`src/hsvrgb_pkg.sv`:
```
package hsvrgb_pkg;

  // Hue geometry and fraction scales
  localparam int unsigned HueSpan    = 360;
  localparam int unsigned SectorSpan = 60;
  localparam int unsigned FullScale  = 255;
  localparam int unsigned FineScale  = 15300;  // FullScale * SectorSpan

  // floor(y / 3825) == (y * FineRecip) >> RecipShift for y < 2^20
  // (3825 = FineScale / 4, the dividend is pre-shifted by two)
  localparam int unsigned FineRecip  = 1122868;  // ceil(2^32 / 3825)
  localparam int unsigned RecipShift = 32;

  typedef enum logic [2:0] {
    SecRed     = 3'd0,  // red to yellow
    SecYellow  = 3'd1,  // yellow to green
    SecGreen   = 3'd2,  // green to cyan
    SecCyan    = 3'd3,  // cyan to blue
    SecBlue    = 3'd4,  // blue to magenta
    SecMagenta = 3'd5   // magenta to red
  } sector_e;

  typedef struct packed {
    sector_e    sector;
    logic [5:0] rem;     // hue mod 60
  } hue_split_t;

endpackage

```
`src/hsvrgb_in_if.sv`:
```
interface hsvrgb_in_if;
  logic       valid;
  logic       ready;
  logic [8:0] hue;
  logic [7:0] saturation;
  logic [7:0] brightness;

  modport source (output valid, output hue, output saturation, output brightness,
                  input ready);
  modport sink   (input valid, input hue, input saturation, input brightness,
                  output ready);
endinterface

```
`src/hsvrgb_out_if.sv`:
```
interface hsvrgb_out_if;
  logic       valid;
  logic       ready;
  logic [7:0] red;
  logic [7:0] green;
  logic [7:0] blue;

  modport source (output valid, output red, output green, output blue, input ready);
  modport sink   (input valid, input red, input green, input blue, output ready);
endinterface

```
`src/hsvrgb_hue_split.sv`:
```
module hsvrgb_hue_split (
  input  logic [8:0]             hue_i,
  output hsvrgb_pkg::hue_split_t split_o
);

  logic [8:0] hue_w;
  logic [8:0] base;

  // 360..511 wrap once
  assign hue_w = (hue_i >= 9'(hsvrgb_pkg::HueSpan)) ?
                 (hue_i - 9'(hsvrgb_pkg::HueSpan)) : hue_i;

  always_comb begin
    priority if (hue_w >= 9'(5 * hsvrgb_pkg::SectorSpan)) begin
      split_o.sector = hsvrgb_pkg::SecMagenta;
      base           = 9'(5 * hsvrgb_pkg::SectorSpan);
    end else if (hue_w >= 9'(4 * hsvrgb_pkg::SectorSpan)) begin
      split_o.sector = hsvrgb_pkg::SecBlue;
      base           = 9'(4 * hsvrgb_pkg::SectorSpan);
    end else if (hue_w >= 9'(3 * hsvrgb_pkg::SectorSpan)) begin
      split_o.sector = hsvrgb_pkg::SecCyan;
      base           = 9'(3 * hsvrgb_pkg::SectorSpan);
    end else if (hue_w >= 9'(2 * hsvrgb_pkg::SectorSpan)) begin
      split_o.sector = hsvrgb_pkg::SecGreen;
      base           = 9'(2 * hsvrgb_pkg::SectorSpan);
    end else if (hue_w >= 9'(hsvrgb_pkg::SectorSpan)) begin
      split_o.sector = hsvrgb_pkg::SecYellow;
      base           = 9'(hsvrgb_pkg::SectorSpan);
    end else begin
      split_o.sector = hsvrgb_pkg::SecRed;
      base           = 9'd0;
    end
    split_o.rem = 6'(hue_w - base);
  end

endmodule

```
`src/hsv_to_rgb_converter_core.sv`:
```
// HSV to RGB pixel converter. Takes one word per clock (hue in degrees 0..359,
// saturation and value as 8-bit fractions with 255 = 1.0) and returns 8-bit
// red, green and blue, each truncated toward zero; hue 360..511 wraps to
// 0..151. Throughput is one pixel every cycle while out_o.ready is high;
// the result word passes through the five register stages in order: hue
// split, saturation products, value products, reciprocal divide, sector
// mux into the output register. Each stage has its own valid bit and takes
// a new word when it is empty or its successor moves, so bubbles close up
// behind a stalled output and nothing is dropped or repeated. in_i.ready
// depends combinationally on out_o.ready through that stage chain.
module hsv_to_rgb_converter_core (
  input  logic          clk_i,
  input  logic          rst_ni,
  hsvrgb_in_if.sink     in_i,
  hsvrgb_out_if.source  out_o
);

  // Stage enables and valid bits
  logic en1, en2, en3, en4, en5;
  logic v1_q, v2_q, v3_q, v4_q, v5_q;

  // Stage 1: hue split
  hsvrgb_pkg::hue_split_t split_w;
  hsvrgb_pkg::hue_split_t s1_split_q;
  logic [7:0]             s1_sat_q;
  logic [7:0]             s1_bri_q;

  // Stage 2: shade factors, scaled by 255 (p) or 15300 (q, t)
  logic [5:0]          rem_c;
  logic [13:0]         sr_prod, src_prod;
  logic [7:0]          s2_bri_q;
  logic [7:0]          s2_ap_q;
  logic [13:0]         s2_aq_q, s2_at_q;
  hsvrgb_pkg::sector_e s2_sector_q;

  // Stage 3: value times factor
  logic [15:0]         s3_xp_q;
  logic [21:0]         s3_xq_q, s3_xt_q;
  logic [7:0]          s3_bri_q;
  hsvrgb_pkg::sector_e s3_sector_q;

  // Stage 4: truncating divides
  logic [16:0]         p_sum;
  logic [40:0]         q_prod, t_prod;
  logic [7:0]          s4_p_q, s4_q_q, s4_t_q, s4_bri_q;
  hsvrgb_pkg::sector_e s4_sector_q;

  // Stage 5: output register
  logic [7:0] red_d, green_d, blue_d;
  logic [7:0] red_q, green_q, blue_q;

  assign en5 = !v5_q || out_o.ready;
  assign en4 = !v4_q || en5;
  assign en3 = !v3_q || en4;
  assign en2 = !v2_q || en3;
  assign en1 = !v1_q || en2;

  assign in_i.ready = en1;

  always_ff @(posedge clk_i or negedge rst_ni) begin
    if (!rst_ni) begin
      v1_q <= 1'b0;
      v2_q <= 1'b0;
      v3_q <= 1'b0;
      v4_q <= 1'b0;
      v5_q <= 1'b0;
    end else begin
      if (en1) v1_q <= in_i.valid;
      if (en2) v2_q <= v1_q;
      if (en3) v3_q <= v2_q;
      if (en4) v4_q <= v3_q;
      if (en5) v5_q <= v4_q;
    end
  end

  // ---- stage 1 ----
  hsvrgb_hue_split u_hue_split (
    .hue_i   (in_i.hue),
    .split_o (split_w)
  );

  always_ff @(posedge clk_i) begin
    if (en1) begin
      s1_split_q <= split_w;
      s1_sat_q   <= in_i.saturation;
      s1_bri_q   <= in_i.brightness;
    end
  end

  // ---- stage 2 ----
  // s*r and s*(60-r) both stay at or below 15300
  assign rem_c    = 6'(hsvrgb_pkg::SectorSpan) - s1_split_q.rem;
  assign sr_prod  = 14'(s1_sat_q) * 14'(s1_split_q.rem);
  assign src_prod = 14'(s1_sat_q) * 14'(rem_c);

  always_ff @(posedge clk_i) begin
    if (en2) begin
      s2_bri_q    <= s1_bri_q;
      s2_ap_q     <= 8'(hsvrgb_pkg::FullScale) - s1_sat_q;
      s2_aq_q     <= 14'(hsvrgb_pkg::FineScale) - sr_prod;
      s2_at_q     <= 14'(hsvrgb_pkg::FineScale) - src_prod;
      s2_sector_q <= s1_split_q.sector;
    end
  end

  // ---- stage 3 ----
  always_ff @(posedge clk_i) begin
    if (en3) begin
      s3_xp_q     <= 16'(s2_bri_q) * 16'(s2_ap_q);
      s3_xq_q     <= 22'(s2_bri_q) * 22'(s2_aq_q);
      s3_xt_q     <= 22'(s2_bri_q) * 22'(s2_at_q);
      s3_bri_q    <= s2_bri_q;
      s3_sector_q <= s2_sector_q;
    end
  end

  // ---- stage 4 ----
  // x/255 for 16-bit x: (x + (x >> 8) + 1) >> 8
  assign p_sum = 17'(s3_xp_q) + 17'(s3_xp_q[15:8]) + 17'd1;
  // x/15300 = (x >> 2) / 3825, by a rounded-up reciprocal; exact for x <= 2^22
  assign q_prod = 41'(s3_xq_q[21:2]) * 41'(hsvrgb_pkg::FineRecip);
  assign t_prod = 41'(s3_xt_q[21:2]) * 41'(hsvrgb_pkg::FineRecip);

  always_ff @(posedge clk_i) begin
    if (en4) begin
      s4_p_q      <= p_sum[15:8];
      s4_q_q      <= q_prod[hsvrgb_pkg::RecipShift +: 8];
      s4_t_q      <= t_prod[hsvrgb_pkg::RecipShift +: 8];
      s4_bri_q    <= s3_bri_q;
      s4_sector_q <= s3_sector_q;
    end
  end

  // ---- stage 5: sector table ----
  always_comb begin
    unique case (s4_sector_q)
      hsvrgb_pkg::SecRed: begin
        red_d = s4_bri_q; green_d = s4_t_q;   blue_d = s4_p_q;
      end
      hsvrgb_pkg::SecYellow: begin
        red_d = s4_q_q;   green_d = s4_bri_q; blue_d = s4_p_q;
      end
      hsvrgb_pkg::SecGreen: begin
        red_d = s4_p_q;   green_d = s4_bri_q; blue_d = s4_t_q;
      end
      hsvrgb_pkg::SecCyan: begin
        red_d = s4_p_q;   green_d = s4_q_q;   blue_d = s4_bri_q;
      end
      hsvrgb_pkg::SecBlue: begin
        red_d = s4_t_q;   green_d = s4_p_q;   blue_d = s4_bri_q;
      end
      default: begin  // magenta to red
        red_d = s4_bri_q; green_d = s4_p_q;   blue_d = s4_q_q;
      end
    endcase
  end

  always_ff @(posedge clk_i) begin
    if (en5) begin
      red_q   <= red_d;
      green_q <= green_d;
      blue_q  <= blue_d;
    end
  end

  assign out_o.valid = v5_q;
  assign out_o.red   = red_q;
  assign out_o.green = green_q;
  assign out_o.blue  = blue_q;

`ifndef SYNTHESIS
  // No shade computed from v can exceed v
  a_shade_le_value: assert property (@(posedge clk_i) disable iff (!rst_ni)
    v4_q |-> (s4_p_q <= s4_bri_q) && (s4_q_q <= s4_bri_q) && (s4_t_q <= s4_bri_q))
    else $error("shade exceeds value");

  // A new output word must come from a valid stage 4 word
  a_out_from_stage4: assert property (@(posedge clk_i) disable iff (!rst_ni)
    (v5_q && !$past(v5_q)) |-> $past(v4_q))
    else $error("output valid without source word");

  // Input is only refused when every stage holds a word
  a_full_when_blocked: assert property (@(posedge clk_i) disable iff (!rst_ni)
    !in_i.ready |-> (v1_q && v2_q && v3_q && v4_q && v5_q))
    else $error("input stalled with a free stage");
`endif

endmodule
```
`src/flat_wrapper.sv`:
```
// flat-port wrapper written by rule: the top's interface ports become plain ports
module hsv_to_rgb_converter_core_flat 
  (clk_i, rst_ni, in_i_valid, in_i_hue, in_i_saturation, in_i_brightness, in_i_ready, out_o_valid, out_o_red, out_o_green, out_o_blue, out_o_ready);
  hsvrgb_in_if in_i_i ();
  hsvrgb_out_if out_o_i ();
  input  logic clk_i;
  input  logic rst_ni;
  input wire logic [$bits(in_i_i.valid)-1:0] in_i_valid;
  input wire logic [$bits(in_i_i.hue)-1:0] in_i_hue;
  input wire logic [$bits(in_i_i.saturation)-1:0] in_i_saturation;
  input wire logic [$bits(in_i_i.brightness)-1:0] in_i_brightness;
  output wire logic [$bits(in_i_i.ready)-1:0] in_i_ready;
  output wire logic [$bits(out_o_i.valid)-1:0] out_o_valid;
  output wire logic [$bits(out_o_i.red)-1:0] out_o_red;
  output wire logic [$bits(out_o_i.green)-1:0] out_o_green;
  output wire logic [$bits(out_o_i.blue)-1:0] out_o_blue;
  input wire logic [$bits(out_o_i.ready)-1:0] out_o_ready;
  assign in_i_i.valid = in_i_valid;
  assign in_i_i.hue = in_i_hue;
  assign in_i_i.saturation = in_i_saturation;
  assign in_i_i.brightness = in_i_brightness;
  assign in_i_ready = in_i_i.ready;
  assign out_o_valid = out_o_i.valid;
  assign out_o_red = out_o_i.red;
  assign out_o_green = out_o_i.green;
  assign out_o_blue = out_o_i.blue;
  assign out_o_i.ready = out_o_ready;
  hsv_to_rgb_converter_core u_core (.clk_i(clk_i), .rst_ni(rst_ni), .in_i(in_i_i), .out_o(out_o_i));
endmodule
```
`config.mk`:
```
export PLATFORM = sky130hd
export DESIGN_NAME = hsv_to_rgb_converter_core_flat
export DESIGN_NICKNAME = d
export VERILOG_FILES = /design/src/hsvrgb_pkg.sv /design/src/hsvrgb_in_if.sv /design/src/hsvrgb_out_if.sv /design/src/hsvrgb_hue_split.sv /design/src/hsv_to_rgb_converter_core.sv /design/src/flat_wrapper.sv
export SDC_FILE = /design/constraint.sdc
export NUM_CORES = 2
export LEC_CHECK = 0
export BUFFER_PORTS_ARGS = -buffer_cell sky130_fd_sc_hd__clkbuf_2
export CORE_AREA = 2 2 235 237
export CTS_BUF_LIST = sky130_fd_sc_hd__clkbuf_4 sky130_fd_sc_hd__clkbuf_8 sky130_fd_sc_hd__clkbuf_16
export DETAILED_ROUTE_END_ITERATION = 6
export DIE_AREA = 0 0 237 239
export PLACE_DENSITY = 0.71
export REMOVE_ABC_BUFFERS = 1
export SETUP_SLACK_MARGIN = 0.15
export SKIP_LAST_GASP = 1
export SLEW_MARGIN = 20
export SYNTH_ARGS = -nofsm -noshare
export SYNTH_HDL_FRONTEND = slang
export SYNTH_SLANG_ARGS = --single-unit
```
`constraint.sdc`:
```
create_clock -name clk_i -period 9.4 [get_ports clk_i]
set_input_delay 0.47 -clock clk_i [delete_from_list [all_inputs] [get_ports clk_i]]
set_output_delay 0.47 -clock clk_i [all_outputs]
set_load 0.02 [all_outputs]
```
* Word-level counts from Yosys, hierarchy flattened
Cells that the tools add are included.
** Word-level totals
- Register bits after elaboration :: 207
- Logic and storage cells :: 82
** Cells by class
- Add/subtract/negate cells :: 8
- $mul :: 7
- Magnitude comparators :: 6
- Equality and inequality tests :: 4
- Mux-type cells :: 13
- Reductions and logical operators :: 16
** Operator list (count)
- $mul A20 B19 Y38 const B :: 2
- $pmux W8 S3 :: 3
- $mul A8 B14 Y22 :: 2
- $mux W6 :: 5
- $mul A8 B6 Y14 :: 2
- $sub A14 B14 Y14 const A :: 2
- $ge A9 B8 Y1 const B :: 2
- $ge A9 B9 Y1 const B :: 2
- $add A16 B1 Y16 const B :: 1
- $add A16 B8 Y16 :: 1
- $mul A8 B8 Y16 :: 1
- $reduce_or A2 Y1 :: 5
- $ge A9 B6 Y1 const B :: 1
- $ge A9 B7 Y1 const B :: 1
- $mux W9 :: 1
- $sub A9 B9 Y9 const B :: 1
- $sub A8 B8 Y8 const A :: 1
- $eq A3 B2 Y1 const B :: 2
- $sub A6 B6 Y6 :: 1
- $sub A6 B6 Y6 const A :: 1
- $logic_not A1 Y1 :: 5
- $logic_or A1 B1 Y1 :: 5
- $mux W2 :: 2
- $eq A3 B1 Y1 const B :: 1
- 3 further kinds :: 4

* Longest topological paths before layout
- Word-level depth :: 9
- Gate-level depth with buffers :: 21
- Mapped depth without buffers :: 20

* Modules after synthesis
Synthesis repeated with hierarchy kept, for this count alone.
** Unflattened totals
- Cells, all modules :: 2986
- Area total of the unflattened synthesis :: 29686.0 um^2
** By module, submodules not included
- hsv_to_rgb_converter_core :: instances 1, cells each 2895, area each 28991.6 um^2, sequential area each 6040.8 um^2
- hsvrgb_hue_split :: instances 1, cells each 91, area each 694.4 um^2, sequential area each 0.0 um^2

* Worst setup path after synthesis
No wires, ideal clock.
- Path type :: register to register
- Start point :: register u_core.s3_xq_q[15]
- End point :: register u_core.s4_q_q[6] (data pin)
- Setup time :: 0.262 ns
- Data arrival time :: 4.706 ns
- Slack :: 4.432 ns
- Stages on the path, launching flop included :: 19
- Buffers on the path :: 0
- Clock period less this slack :: 4.968 ns
- Cell sequence :: edfxtp_1 -> ha_1 -> ha_1 -> inv_1 -> fa_1 -> inv_1 -> ha_1 -> inv_1 -> fa_1 -> fa_1 -> inv_1 -> ha_1 -> a21o_1 -> a211oi_1 -> o21a_1 -> o31ai_1 -> o41ai_1 -> o21bai_1 -> xor2_1
** On the way
- Cells in the longest elaborated chain, start to end :: 1
** RTL lines
- start: declaration :: RTL line hsv_to_rgb_converter_core.sv:38 : logic [21:0] s3_xq_q, s3_xt_q;
- start signal: assignment :: RTL line hsv_to_rgb_converter_core.sv:110 : s3_xq_q <= 22'(s2_bri_q) * 22'(s2_aq_q);
- $mul A20 B19 Y38 :: RTL line hsv_to_rgb_converter_core.sv:121 : assign q_prod = 41'(s3_xq_q[21:2]) * 41'(hsvrgb_pkg::FineRecip);
- via u_core.q_prod[38] :: RTL line hsv_to_rgb_converter_core.sv:44 : logic [40:0] q_prod, t_prod;
- end signal: assignment :: RTL line hsv_to_rgb_converter_core.sv:127 : s4_q_q <= q_prod[hsvrgb_pkg::RecipShift +: 8];
- end: declaration :: RTL line hsv_to_rgb_converter_core.sv:45 : logic [7:0] s4_p_q, s4_q_q, s4_t_q, s4_bri_q;
The timed path passes the listed nets, and every way through them passes these cells.
A chain may end at the register's enable or synchronous reset.

* Final worst setup path
- Start point :: register u_core.s2_bri_q[3]
- End point :: register u_core.s3_xt_q[21] (data pin)
** On the way
- Cells in the longest elaborated chain, start to end :: 1
** RTL lines
- start: declaration :: RTL line hsv_to_rgb_converter_core.sv:31 : logic [7:0] s2_bri_q;
- start signal: assignment :: RTL line hsv_to_rgb_converter_core.sv:98 : s2_bri_q <= s1_bri_q;
- $mul A8 B14 Y22 :: RTL line hsv_to_rgb_converter_core.sv:111 : s3_xt_q <= 22'(s2_bri_q) * 22'(s2_at_q);
- end signal: assignment :: RTL line hsv_to_rgb_converter_core.sv:111
- end: declaration :: RTL line hsv_to_rgb_converter_core.sv:38
Every way passes these cells.

==> flow_metrics.tcl <==
set metrics [dict create \
    status "completed" \
    multiInputGateArea_um2 20500 \
    cp_top_family "adder cells" \
    rows 86 \
    slew_headroom 0.334 \
    yosysTopAreaCellShare 0.248 \
    antenna_found_initial 1 \
    worstHoldPathCells 1 \
    die_y_um 239 \
    drt-initial-drc-count 1024 \
    syn_area_um2 29400 \
    synth_common_cells "inv_1, ha_1, fa_1, and2_1, edfxtp_1" \
    layout.nets 3915 \
    finalInstanceArea_um2 31300 \
    dp_cells 3671 \
    cp_data_arrival_time_ns 5.83 \
    io-pin-count 55 \
    rsz0062_at_grt "false" \
    place_congestion 0.890 \
    yosys.area.top_type "fa_1" \
    critical_path_class "reg2reg" \
    tns_ns 0 \
    core-area_um2 54300 \
    viasPerCell 5.32 \
    drcViolationCount 0 \
    drv_cap 0 \
    cts_num_sinks 202 \
    htreeDepth 1 \
    wl_mm 58.6 \
    cp_common_cell "fa_1" \
    path_clk_slew_ns 0.06 \
    grt.overflow.total 0 \
    grt_pass1_wl_mm 101 \
    layout-drive-gt1-share 0.0507 \
    hold_start "in_i_brightness[5]" \
    synth.avg_cell_area_um2 9.96 \
    dieWidth_um 237 \
    hold_end "u_core.s1_bri_q[5]" \
    postPlaceCellArea_um2 30500 \
    crit_buf_inv 3 \
    die-area_um2 56600 \
    grt_util_all_layers 0.217 \
    clk_latency_ns 0.57 \
    cts_resized 0 \
    worstPathMaxFanout 20 \
    synth_ff_type "edfxtp_1" \
    wl_per_cell_um 15.8 \
    regToRegEndpoint "u_core.s3_xt_q[21]" \
    port_buffers 54 \
    setup_viol 0 \
    cts_tree "built" \
    synth-seq-area-share 0.205 \
    hpwl_mm 48.3 \
    worst_pin_slew_ns 0.996 \
    root_buffer "clkbuf_16" \
    layout_min_cycle_time_ns 5.52 \
    r2r_setup_slack_ns 3.88 \
    fmax_ghz 0.181 \
    required_ns 9.71 \
    instances_no_fill 3719 \
    finClkSkew_ns 0.0248 \
    cpMaxStageDelayCell "edfxtp_1" \
    slew_violations 0 \
    async_flop_share 0.0248 \
    drt_pass1_iterations 7 \
    startpoint_type "flop" \
    cts_max_path_buffers 3 \
    ys_types 65 \
    worstRegToRegCells 16 \
    start_util 0.541 \
    antennaDiodeCount 0 \
    cts_buffers 25 \
    max_stage_delay_ns 0.69 \
    vias 19800 \
    syn2layout_area_growth_pct 6.47 \
    r2r_start "u_core.s2_bri_q[3]" \
    fillers 4565 \
    final_core_util 0.576 \
    cp_cell_sequence "buf_8, and2_1, fa_1, inv_1, fa_1, inv_1, fa_1, fa_1, ha_1, a2111oi_0, o21ai_0, a21oi_1, o21ai_1, a211o_1, a21oi_1, xnor2_1" \
    finalCritPeriodShare 0.588 \
    synth_warnings 0 \
    hold_violations 0 \
    yosys.cell_count.top_type "inv_1" \
    hold_path_class "in2reg" \
    synth_seq_cells 202 \
    cp-end-kind "flop" \
    synth_top_cells_by_area "fa_1, ha_1, edfxtp_1" \
    grt_max_degree 69 \
    synth_cells 2953 \
    seq_area_um2 6040 \
    synth_edf_count 197 \
    grt_pass1_vias 21100 \
    antenna_left 0 \
]
through the flow:
stage / worst slack (ns) / hold WS [ns]
global placement: 3.97 / 0.291
global route: 3.48 / 0.0793
detailed placement: 3.82 / 0.295
CTS: 3.83 / 0.0697
floorplan: 4.43 / 0.174
finish: 3.88 / 0.0941
worst register-to-register path, delay by kind of cell (launching register included):
kind | cells | cell delay, ns
flops | 1 | 0.69
simple gates | 1 | 0.17
fa+ha+maj | 5 | 2.32
buf+inv | 3 | 0.41
xor+xnor | 1 | 0.08
compound gates | 6 | 1.62
area by class of cell:
| class | count | share of cell area |
|---|---|---|
| repair buffers | 68 | 0.0123 |
| inverters | 723 | 0.0867 |
| multi-input cells | 1976 | 0.654 |
| clock inverters | 21 | 0.00627 |
| flip-flops and latches | 202 | 0.193 |
| clock buffers | 25 | 0.0200 |
| well taps | 704 | 0.0281 |
registers in the layout (all words and copies together) (netlist names), 3 cells and up:
signal and count:
u_core.out_o.red 8, u_core.s2_ap_q 8, u_core.s4_p_q 8, u_core.out_o.blue 8, u_core.s2_aq_q 13, u_core.s3_xp_q 16
u_core.s2_at_q 14, u_core.s4_q_q 8, u_core.out_o.green 8, u_core.s4_sector_q 3, u_core.s3_xq_q 20, u_core.s2_bri_q 8
u_core.s1_bri_q 8, u_core.s3_xt_q 20, u_core.s1_sat_q 8, u_core.s3_bri_q 8, u_core.s3_sector_q 3, u_core.s4_bri_q 8
u_core.s4_t_q 8, u_core.s2_sector_q 3, u_core.s1_split_q 9
cell families (layout without fill, tap and decap cells):
group,after synthesis,after routing,share of synthesized area
xor gates and xnor gates,96,96,0.0292
and+or+nand+nor,625,625,0.108
adders and majority gates,891,891,0.472
DFF,202,202,0.205
AOI/OAI and AO/OA,323,323,0.0711
muxes,41,41,0.0149
buffers and inverters,775,837,0.0990
worst max-delay path by stage:
stage	startpoint	end	slack, ns	depth (start not counted)
after floorplan	u_core.s3_xq_q[15]	u_core.s4_q_q[6]	4.43	18
after global placement	u_core.s2_bri_q[3]	u_core.s3_xt_q[21]	3.97	13
after detailed placement	u_core.s2_bri_q[3]	u_core.s3_xt_q[21]	3.82	16
after CTS	u_core.s2_bri_q[3]	u_core.s3_xt_q[21]	3.83	16
after global routing	u_core.s3_xq_q[20]	u_core.s4_q_q[6]	3.48	19
final	u_core.s2_bri_q[3]	u_core.s3_xt_q[21]	3.88	16
per-layer routing:
layer / track usage / vias to the layer above / share of wire
met5: 0 / - / 0
met4: 0.0416 / 0 / 0.018
met3: 0.0177 / 70 / 0.034
met2: 0.374 / 355 / 0.48
met1: 0.302 / 9805 / 0.47
li1: - / 9562 / -
layout by cell type (no fill, tap or decap), drive strengths merged, types with 11 or more instances in the layout:
| cell | netlist | final |
|---|---|---|
| o22ai | 15 | 15 |
| a211oi | 27 | 27 |
| inv | 723 | 729 |
| clkbuf | 49 | 79 |
| a21oi | 111 | 111 |
| nand2b | 13 | 13 |
| o21a | 17 | 17 |
| and2 | 221 | 221 |
| nand3 | 26 | 26 |
| nor2 | 84 | 84 |
| o21ai | 48 | 48 |
| buf | 3 | 13 |
| nor3 | 24 | 24 |
| xnor2 | 68 | 68 |
| o21bai | 11 | 11 |
| nand2 | 195 | 195 |
| mux2i | 19 | 19 |
| ha | 525 | 525 |
| mux2 | 22 | 22 |
| edfxtp | 197 | 197 |
| a21o | 37 | 37 |
| xor2 | 28 | 28 |
| clkinv | 0 | 11 |
| nor2b | 23 | 23 |
| fa | 365 | 365 |
what timing repair did:
item / 4_1_cts / 5_1_grt
buffers inserted: 0 / 0
hold buffers: 1 / 0
endpoints found under the hold margin: 5 / 0
Power is left out: the tool's default activity adds up to more than one toggle a clock period on the data nets, which glitch-free logic cannot reach.
